[src/spq_pkg.sv]
`timescale 1ns / 1ps
`default_nettype none
// ----------------------------------------------------------------------------
// spq_pkg: shared types and codes of the sorted priority task queue
// Item formats, the stored task record, command and status codes.
// ----------------------------------------------------------------------------
package spq_pkg;

    localparam int DEFAULT_CAPACITY = 16;

    localparam logic CMD_ENQ = 1'b0;
    localparam logic CMD_DEQ = 1'b1;

    localparam logic [1:0] ST_OK    = 2'd0;
    localparam logic [1:0] ST_FULL  = 2'd1;
    localparam logic [1:0] ST_EMPTY = 2'd2;

    typedef struct packed {
        logic        cmd;
        logic [15:0] task_id;
        logic [7:0]  priority_req;
        logic [15:0] burst_time;
        logic [15:0] remaining_time;
    } req_item_t;

    typedef struct packed {
        logic [1:0]  status;
        logic [15:0] out_id;
        logic [7:0]  out_priority;
        logic [15:0] out_burst;
        logic [15:0] out_remaining;
        logic [4:0]  count;
    } rsp_item_t;

    typedef struct packed {
        logic [15:0] id;
        logic [7:0]  prio;
        logic [15:0] burst;
        logic [15:0] remain;
    } entry_t;

endpackage
`default_nettype wire

[src/sorted_priority_task_queue.sv]
`timescale 1ns / 1ps
`default_nettype none
// Enqueue moves back each stored entry of lower priority than the new task
//   (0..CAPACITY-1 of them); dequeue moves every remaining entry forward one
//   place; a rejected item leaves the record store untouched.
// Throughput: one item at a time; the single priority comparator and the single
//   memory port pair walk the record store one entry per cycle.
// Reset: asynchronous, active low; empties the queue at once, no clearing pass.
// ----------------------------------------------------------------------------
// sorted_priority_task_queue: ready queue of task records, highest priority first
// Enqueue inserts behind all entries of equal or higher priority; dequeue pops
// the front record and moves the rest forward one place.
// ----------------------------------------------------------------------------
module sorted_priority_task_queue
    import spq_pkg::*;
#(
    parameter int CAPACITY = DEFAULT_CAPACITY
)
(
    input  wire logic      clk,
    input  wire logic      rst_n,
    input  wire logic      req_valid,
    output logic           req_stall,
    input  wire req_item_t req,
    output logic           rsp_valid,
    input  wire logic      rsp_stall,
    output rsp_item_t      rsp
);

    localparam int AW = $clog2(CAPACITY);
    localparam int CW = $clog2(CAPACITY + 1);

    // Sequencer states
    typedef enum logic [5:0] {
        S_IDLE     = 6'b000001,
        S_ENQ_SCAN = 6'b000010,
        S_ENQ_PUT  = 6'b000100,
        S_DEQ_HEAD = 6'b001000,
        S_DEQ_MOVE = 6'b010000,
        S_DONE     = 6'b100000
    } state_t;

    state_t    state_reg,     state_next;
    req_item_t item_reg,      item_next;
    logic [AW-1:0] pos_reg,   pos_next;
    logic [CW-1:0] fill_reg,  fill_next;
    rsp_item_t pend_reg,      pend_next;
    rsp_item_t rsp_reg,       rsp_next;
    logic      rsp_valid_reg, rsp_valid_next;

    logic          ram_we;
    logic [AW-1:0] ram_waddr;
    entry_t        ram_wdata;
    logic [AW-1:0] ram_raddr;
    entry_t        ram_rdata;

    entry_t new_entry;
    logic   move_back;

    spq_ram #(
        .DEPTH (CAPACITY),
        .AW    (AW)
    ) u_ram (
        .clk   (clk),
        .we    (ram_we),
        .waddr (ram_waddr),
        .wdata (ram_wdata),
        .raddr (ram_raddr),
        .rdata (ram_rdata)
    );

    assign new_entry = '{id:     item_reg.task_id,
                         prio:   item_reg.priority_req,
                         burst:  item_reg.burst_time,
                         remain: item_reg.remaining_time};

    // The one shared comparator: does the stored record yield to the new task?
    assign move_back = (ram_rdata.prio < item_reg.priority_req);

    // Take a new item only while the sequencer is idle; the result register
    // on the output side is drained independently.
    assign req_stall = (state_reg != S_IDLE);
    assign rsp_valid = rsp_valid_reg;
    assign rsp       = rsp_reg;

    always_comb
    begin
        state_next = state_reg;
        item_next  = item_reg;
        pos_next   = pos_reg;
        fill_next  = fill_reg;
        pend_next  = pend_reg;
        ram_we     = 1'b0;
        ram_waddr  = pos_reg;
        ram_wdata  = ram_rdata;
        ram_raddr  = '0;

        unique case (state_reg)
            S_IDLE:
            begin
                if (req_valid)
                begin
                    item_next = req;
                    pend_next = '0;
                    if (req.cmd == CMD_ENQ)
                    begin
                        if (fill_reg == CW'(CAPACITY))
                        begin
                            // Full: reject, leave queue untouched
                            pend_next.status = ST_FULL;
                            pend_next.count  = 5'(fill_reg);
                            state_next       = S_DONE;
                        end
                        else
                        begin
                            // Start the scan at the tail
                            pos_next = AW'(fill_reg);
                            if (fill_reg == '0)
                            begin
                                state_next = S_ENQ_PUT;
                            end
                            else
                            begin
                                ram_raddr  = AW'(fill_reg - CW'(1));
                                state_next = S_ENQ_SCAN;
                            end
                        end
                    end
                    else
                    begin
                        if (fill_reg == '0)
                        begin
                            pend_next.status = ST_EMPTY;
                            pend_next.count  = 5'(fill_reg);
                            state_next       = S_DONE;
                        end
                        else
                        begin
                            ram_raddr  = '0;
                            state_next = S_DEQ_HEAD;
                        end
                    end
                end
            end

            S_ENQ_SCAN:
            begin
                // ram_rdata holds the record just ahead of pos_reg
                ram_we = 1'b1;
                if (move_back)
                begin
                    ram_wdata = ram_rdata;
                    pos_next  = pos_reg - AW'(1);
                    if (pos_reg == AW'(1))
                    begin
                        state_next = S_ENQ_PUT;
                    end
                    else
                    begin
                        ram_raddr = pos_reg - AW'(2);
                    end
                end
                else
                begin
                    ram_wdata        = new_entry;
                    fill_next        = fill_reg + CW'(1);
                    pend_next.status = ST_OK;
                    pend_next.count  = 5'(fill_reg + CW'(1));
                    state_next       = S_DONE;
                end
            end

            S_ENQ_PUT:
            begin
                ram_we           = 1'b1;
                ram_wdata        = new_entry;
                fill_next        = fill_reg + CW'(1);
                pend_next.status = ST_OK;
                pend_next.count  = 5'(fill_reg + CW'(1));
                state_next       = S_DONE;
            end

            S_DEQ_HEAD:
            begin
                // Front record arrives; capture it and start the forward move
                pend_next.status        = ST_OK;
                pend_next.out_id        = ram_rdata.id;
                pend_next.out_priority  = ram_rdata.prio;
                pend_next.out_burst     = ram_rdata.burst;
                pend_next.out_remaining = ram_rdata.remain;
                pend_next.count         = 5'(fill_reg - CW'(1));
                fill_next               = fill_reg - CW'(1);
                pos_next                = '0;
                if (fill_reg == CW'(1))
                begin
                    state_next = S_DONE;
                end
                else
                begin
                    ram_raddr  = AW'(1);
                    state_next = S_DEQ_MOVE;
                end
            end

            S_DEQ_MOVE:
            begin
                // fill_reg already holds the new count here
                ram_we    = 1'b1;
                ram_wdata = ram_rdata;
                if ((CW'(pos_reg) + CW'(1)) == fill_reg)
                begin
                    state_next = S_DONE;
                end
                else
                begin
                    ram_raddr = pos_reg + AW'(2);
                    pos_next  = pos_reg + AW'(1);
                end
            end

            S_DONE:
            begin
                if (!rsp_valid_reg || !rsp_stall)
                begin
                    state_next = S_IDLE;
                end
            end

            default:
            begin
                state_next = S_IDLE;
            end
        endcase
    end

    // Output register: load from the pending result once the slot is free
    always_comb
    begin
        rsp_next       = rsp_reg;
        rsp_valid_next = rsp_valid_reg;
        if (rsp_valid_reg && !rsp_stall)
        begin
            rsp_valid_next = 1'b0;
        end
        if ((state_reg == S_DONE) && (!rsp_valid_reg || !rsp_stall))
        begin
            rsp_next       = pend_reg;
            rsp_valid_next = 1'b1;
        end
    end

    always_ff @(posedge clk or negedge rst_n)
    begin
        if (!rst_n)
        begin
            state_reg     <= S_IDLE;
            fill_reg      <= '0;
            rsp_valid_reg <= 1'b0;
        end
        else
        begin
            state_reg     <= state_next;
            fill_reg      <= fill_next;
            rsp_valid_reg <= rsp_valid_next;
        end
    end

    always_ff @(posedge clk)
    begin
        item_reg <= item_next;
        pos_reg  <= pos_next;
        pend_reg <= pend_next;
        rsp_reg  <= rsp_next;
    end

    // ------------------------------------------------------------------------
    // Assertions
    // ------------------------------------------------------------------------
    a_fill_bound : assert property (@(posedge clk) disable iff (!rst_n)
        fill_reg <= CW'(CAPACITY))
        else $error("fill count beyond capacity");

    a_idle_holds_fill : assert property (@(posedge clk) disable iff (!rst_n)
        (state_reg == S_IDLE) |=> (state_reg != S_DONE) || $stable(fill_reg))
        else $error("queue changed on a rejected item");

    a_full_count : assert property (@(posedge clk) disable iff (!rst_n)
        (rsp_valid && (rsp.status == ST_FULL)) |-> (rsp.count == 5'(CAPACITY)))
        else $error("full rejection with count below capacity");

    a_reject_no_task : assert property (@(posedge clk) disable iff (!rst_n)
        (rsp_valid && (rsp.status != ST_OK)) |->
            ((rsp.out_id == '0) && (rsp.out_priority == '0) &&
             (rsp.out_burst == '0) && (rsp.out_remaining == '0)))
        else $error("rejected item carries task data");

endmodule
`default_nettype wire

[src/spq_ram.sv]
`timescale 1ns / 1ps
`default_nettype none
// ----------------------------------------------------------------------------
// spq_ram: task record store
// One write port, one read port with registered read data.
// ----------------------------------------------------------------------------
module spq_ram
    import spq_pkg::*;
#(
    parameter int DEPTH = DEFAULT_CAPACITY,
    parameter int AW    = $clog2(DEPTH)
)
(
    input  wire logic          clk,
    input  wire logic          we,
    input  wire logic [AW-1:0] waddr,
    input  wire entry_t        wdata,
    input  wire logic [AW-1:0] raddr,
    output entry_t             rdata
);

    entry_t mem [DEPTH];

    always_ff @(posedge clk)
    begin
        if (we)
        begin
            mem[waddr] <= wdata;
        end
        rdata <= mem[raddr];
    end

endmodule
`default_nettype wire
[config.mk]
export PLATFORM = sky130hd
export DESIGN_NAME = sorted_priority_task_queue
export DESIGN_NICKNAME = d
export VERILOG_FILES = /design/src/spq_pkg.sv /design/src/sorted_priority_task_queue.sv /design/src/spq_ram.sv
export SDC_FILE = /design/constraint.sdc
export NUM_CORES = 1
export LEC_CHECK = 0
export BUFFER_PORTS_ARGS = -buffer_cell sky130_fd_sc_hd__buf_2
export CAP_MARGIN = 0
export CORE_MARGIN = 2
export CORE_UTILIZATION = 35
export CTS_BUF_LIST = sky130_fd_sc_hd__clkbuf_4 sky130_fd_sc_hd__clkbuf_8
export DETAILED_ROUTE_END_ITERATION = 8
export SETUP_SLACK_MARGIN = 0.4
export SLEW_MARGIN = 5
export SYNTH_ARGS = -nofsm -noshare
export SYNTH_HDL_FRONTEND = slang
export SYNTH_SLANG_ARGS = --single-unit
export TNS_END_PERCENT = 20
[constraint.sdc]
create_clock -name clk -period 7.77 [get_ports clk]
set_clock_uncertainty 0.15 [all_clocks]
set_input_delay 0 -clock clk [delete_from_list [all_inputs] [get_ports clk]]
set_output_delay 0 -clock clk [all_outputs]
set_load 0.03 [all_outputs]
==> reports/qor.yml <==
placed_design:
  gp_congestion: 0.796
  numPortBuffers: 125
  hpwlAfterDp_microns: 52300
  dpl-instance-area_sq_mm: 0.0460
  dp_slack_ps: 2960
logic_synthesis:
  syn_avg_cell_area_sq_um: 18.5
  synth_top_family_by_area: "multiplexers"
  yosysWarnings: 0
  synth_area_leaders: "edfxtp_1, mux2i_1, o22ai_1, dfxtp_1, mux2_2"
  synth.area.mux_share_pct: 11.8
  yosys.area_share.simple_pct: 3.29
  synth_compound_area_share_pct: 4.40
  synth_seq_area_share_pct: 78.2
  syn_area_sq_mm: 0.0434
  synth-xor-area-share_pct: 0.283
  synthAdderAreaFrac_pct: 0.548
  synth_cell_types: 70
  synth_fp_nets: 2431
  yosys_register_bits: 1150
  synth_top_area_cell: "edfxtp_1"
  synthFlopType: "edfxtp_1"
  synthCells: 2351
  ys_async_sr_fraction_pct: 1.04
  synth_top_area_share_pct: 74.9
  synth_edf_count: 1082
clock_tree:
  clk_pin_slew_ps: 70
  worst_skew_pair.late_latency_ps: 860
  h-tree-depth: 4
  cts_setup_buffers: 0
  cts_tree: "yes"
  cts_buffers: 185
  clockBufferDepth: 3
  cts.sinks: 1150
  root_buffer: "clkbuf_8"
timing:
  slew-limit-headroom_pct: 11.2
  max_freq_ghz: 0.204
  worst_slew_pin_slew_ps: 1320
  fin_tns_setup_ps: 0
  finalMaxSlewViolations: 0
  fin_crit_ps: 4910
  setup_ws_ps: 2860
  fin_crit_sh_pct: 63.2
  finalSetupViolations: 0
  hold_violations: 0
  rsz0062_at_grt: "false"
layout:
  num-nets-final: 2785
  final_util_pct: 41.5
  drive_gt1_share_pct: 20.6
  area_growth_pct: 18.0
  finish.instance_area_sq_mm: 0.0512
  largest_register_ffs: 896
floorplanning:
  start_util_pct: 35.2
  io_pins: 126
  chipWidth_microns: 356
  dieArea_sq_mm: 0.127
  design.core.area_sq_mm: 0.123
  die_h_microns: 356
  row_count: 129
detailed_routing:
  wl_microns: 103000
  vias_per_cell: 5.08
  postRouteAntennaNets: 0
  wl_per_cell_microns: 22.9
  drt_first_pass_iters: 5
  drtIter0Drc: 1908
  drc: 0
  via_count: 22900
grt:
  gr-usage-all-layers_pct: 16.1
  grt_pass1_vias: 23400
  overflow: 0
  grt_pass1_wl_microns: 150000
  grt_max_degree: 129
  antenna_found_initial: 10
critical_path:
  worstSetupStartpointType: "register"
  crit_path_end_kind: "register"
  path_delay_family: "buffers and inverters"
  critPathKind: "register to register"
  crit_slowest_cell: "edfxtp_1"
  cp.arrival_ps: 5450
  path_cells: "nand2_1 -> o32ai_1 -> a31oi_1 -> o21ai_2 -> o2bb2ai_4 -> buf_12 -> buf_4 -> mux2i_1 -> o22ai_1 -> or4_1"
  crit_required_ps: 8310
  critical_path.max_fanout: 128
  critPathBufInv: 2
  cpPeakStageDelay_ps: 740
power_and_ir_drop:
  leakage_uw: 0.0197
  power_per_cell_area_mw_per_mm2: 358
  clockPowerShare_pct: 29.7
  intPower_uw: 12900
  finalPower_uw: 18300
  switching_share_pct: 29.8
  ir_drop_mv: 0.378
  power_frac_comb_pct: 21.7
  p_seq_share_pct: 48.7
  switchingPower_uw: 5450
run_status:
  status: "complete, no violations"
flow_run:
  drv_cap: 0
worst_hold_path:
  hold_path_class: "input pin to asynchronous set/reset pin"
==> power groups by stage <==
stage                     registers (uW)  logic [uW]  clock network [uW]
after detailed placement            9030        3920                   0
final                               8910        3970                5440
after global placement              9030        3770                   0
after floorplan                     8910        2710                   0
after global routing                8970        4310                5830
after CTS                           8920        3980                5580
==> worst paths after layout <==
check | from | to | slack [ps] | cells past startpoint
setup / recovery | pos_reg[3]$_DFFE_PP_ | u_ram.rdata[2]$_DFF_P_ | 2860 | 10
max in group asynchronous | rst_n | fill_reg[0]$_DFFE_PN0P_ | 6920 | 3
hold reg to reg | pend_reg[2]$_DFFE_PP_ | rsp[2]$_DFFE_PP_ | 260 | 0
min in group clk | req_valid | pend_reg[62]$_SDFFCE_PP0P_ | 240 | 4
setup reg to reg | pos_reg[3]$_DFFE_PP_ | u_ram.rdata[2]$_DFF_P_ | 2860 | 10
hold / removal | rst_n | fill_reg[1]$_DFFE_PN0P_ | 140 | 3
==> routing by layer <==
metal / track usage [%] / wire (microns) / up-vias
met4: 5.66 / 2570 / 4
li1: - / - / 10200
met2: 25.0 / 47200 / 858
met3: 3.12 / 6760 / 187
met5: 0 / 30 / -
met1: 22.5 / 46600 / 11700
==> layout make-up <==
cell class                 instances  area [sq um]
antenna                            1          2.50
clock buffer                     287          3470
clock inverter                    60           503
fill                           11000         72100
inverter                          16          62.6
multi-input combinational       1067          9010
sequential                      1150         33900
tap                             1637          2050
timing repair buffer             285          2170
==> logic make-up (layout without fill, tap and decap cells) <==
family          count (synthesis)  count (layout)
buf+inv                       134             648
xor+xnor                       14              14
mux                           502             502
flops                        1150            1150
fa+ha+maj                      19              19
simple gates                  244             244
compound gates                288             288
other cells                     0               1
==> worst register-to-register path: cells and delay by family, from the launching register on <==
kind,cells,cell delay (ps)
flip-flops,1,740
multiplexers,1,340
AO/OA/AOI/OAI,5,1070
AND/OR/NAND/NOR,2,980
buffers and inverters,2,1500
==> layout by cell type, fill, tap and decap left out, types with 11 or more instances in the layout <==
master and instances:
edfxtp_1 1082, mux2i_1 443, o22ai_1 217, clkbuf_8 211, buf_2 125, dlygate4sd3_1 122, clkbuf_4 76, mux2_2 59
and2_1 57, dfxtp_1 56, or4_1 53, nand2_1 36, buf_4 35, nor2_1 28, clkinv_1 20, clkinv_2 20
ha_1 19, inv_1 15, nor2_4 13, a21oi_1 11, o21ai_0 11, dfrtp_1 11
==> cell usage after synthesis (all sizes together) (4+ instances only) <==
| cell | n |
|---|---|
| edfxtp | 1082 |
| mux2i | 443 |
| o22ai | 217 |
| buf | 100 |
| mux2 | 59 |
| and2 | 57 |
| dfxtp | 56 |
| or4 | 53 |
| nor2 | 41 |
| nand2 | 38 |
| ha | 19 |
| clkbuf | 18 |
| inv | 16 |
| a21oi | 13 |
| o21ai | 13 |
| dfrtp | 11 |
| nand3 | 10 |
| nor3 | 9 |
| xnor2 | 8 |
| o221ai | 7 |
| a211oi | 6 |
| nand3b | 6 |
| or3 | 6 |
| xor2 | 6 |
| nor4 | 5 |
| and3 | 4 |
| nor2b | 4 |
| o211ai | 4 |
==> what timing repair did <==
action                    CTS  global route
resized for setup           0             0
hold buffers              122             0
hold endpoints to repair  181             0
==> through the flow <==
| step | hold WS (ps) | instances |
|---|---|---|
| CTS | 80.7 | 4502 |
| global placement | -251 | 4033 |
| floorplan | -446 | 2351 |
| global route | 142 | 4503 |
| finish | 139 | 4503 |
| detailed placement | -240 | 4033 |
(Power assumes the default switching activity.)
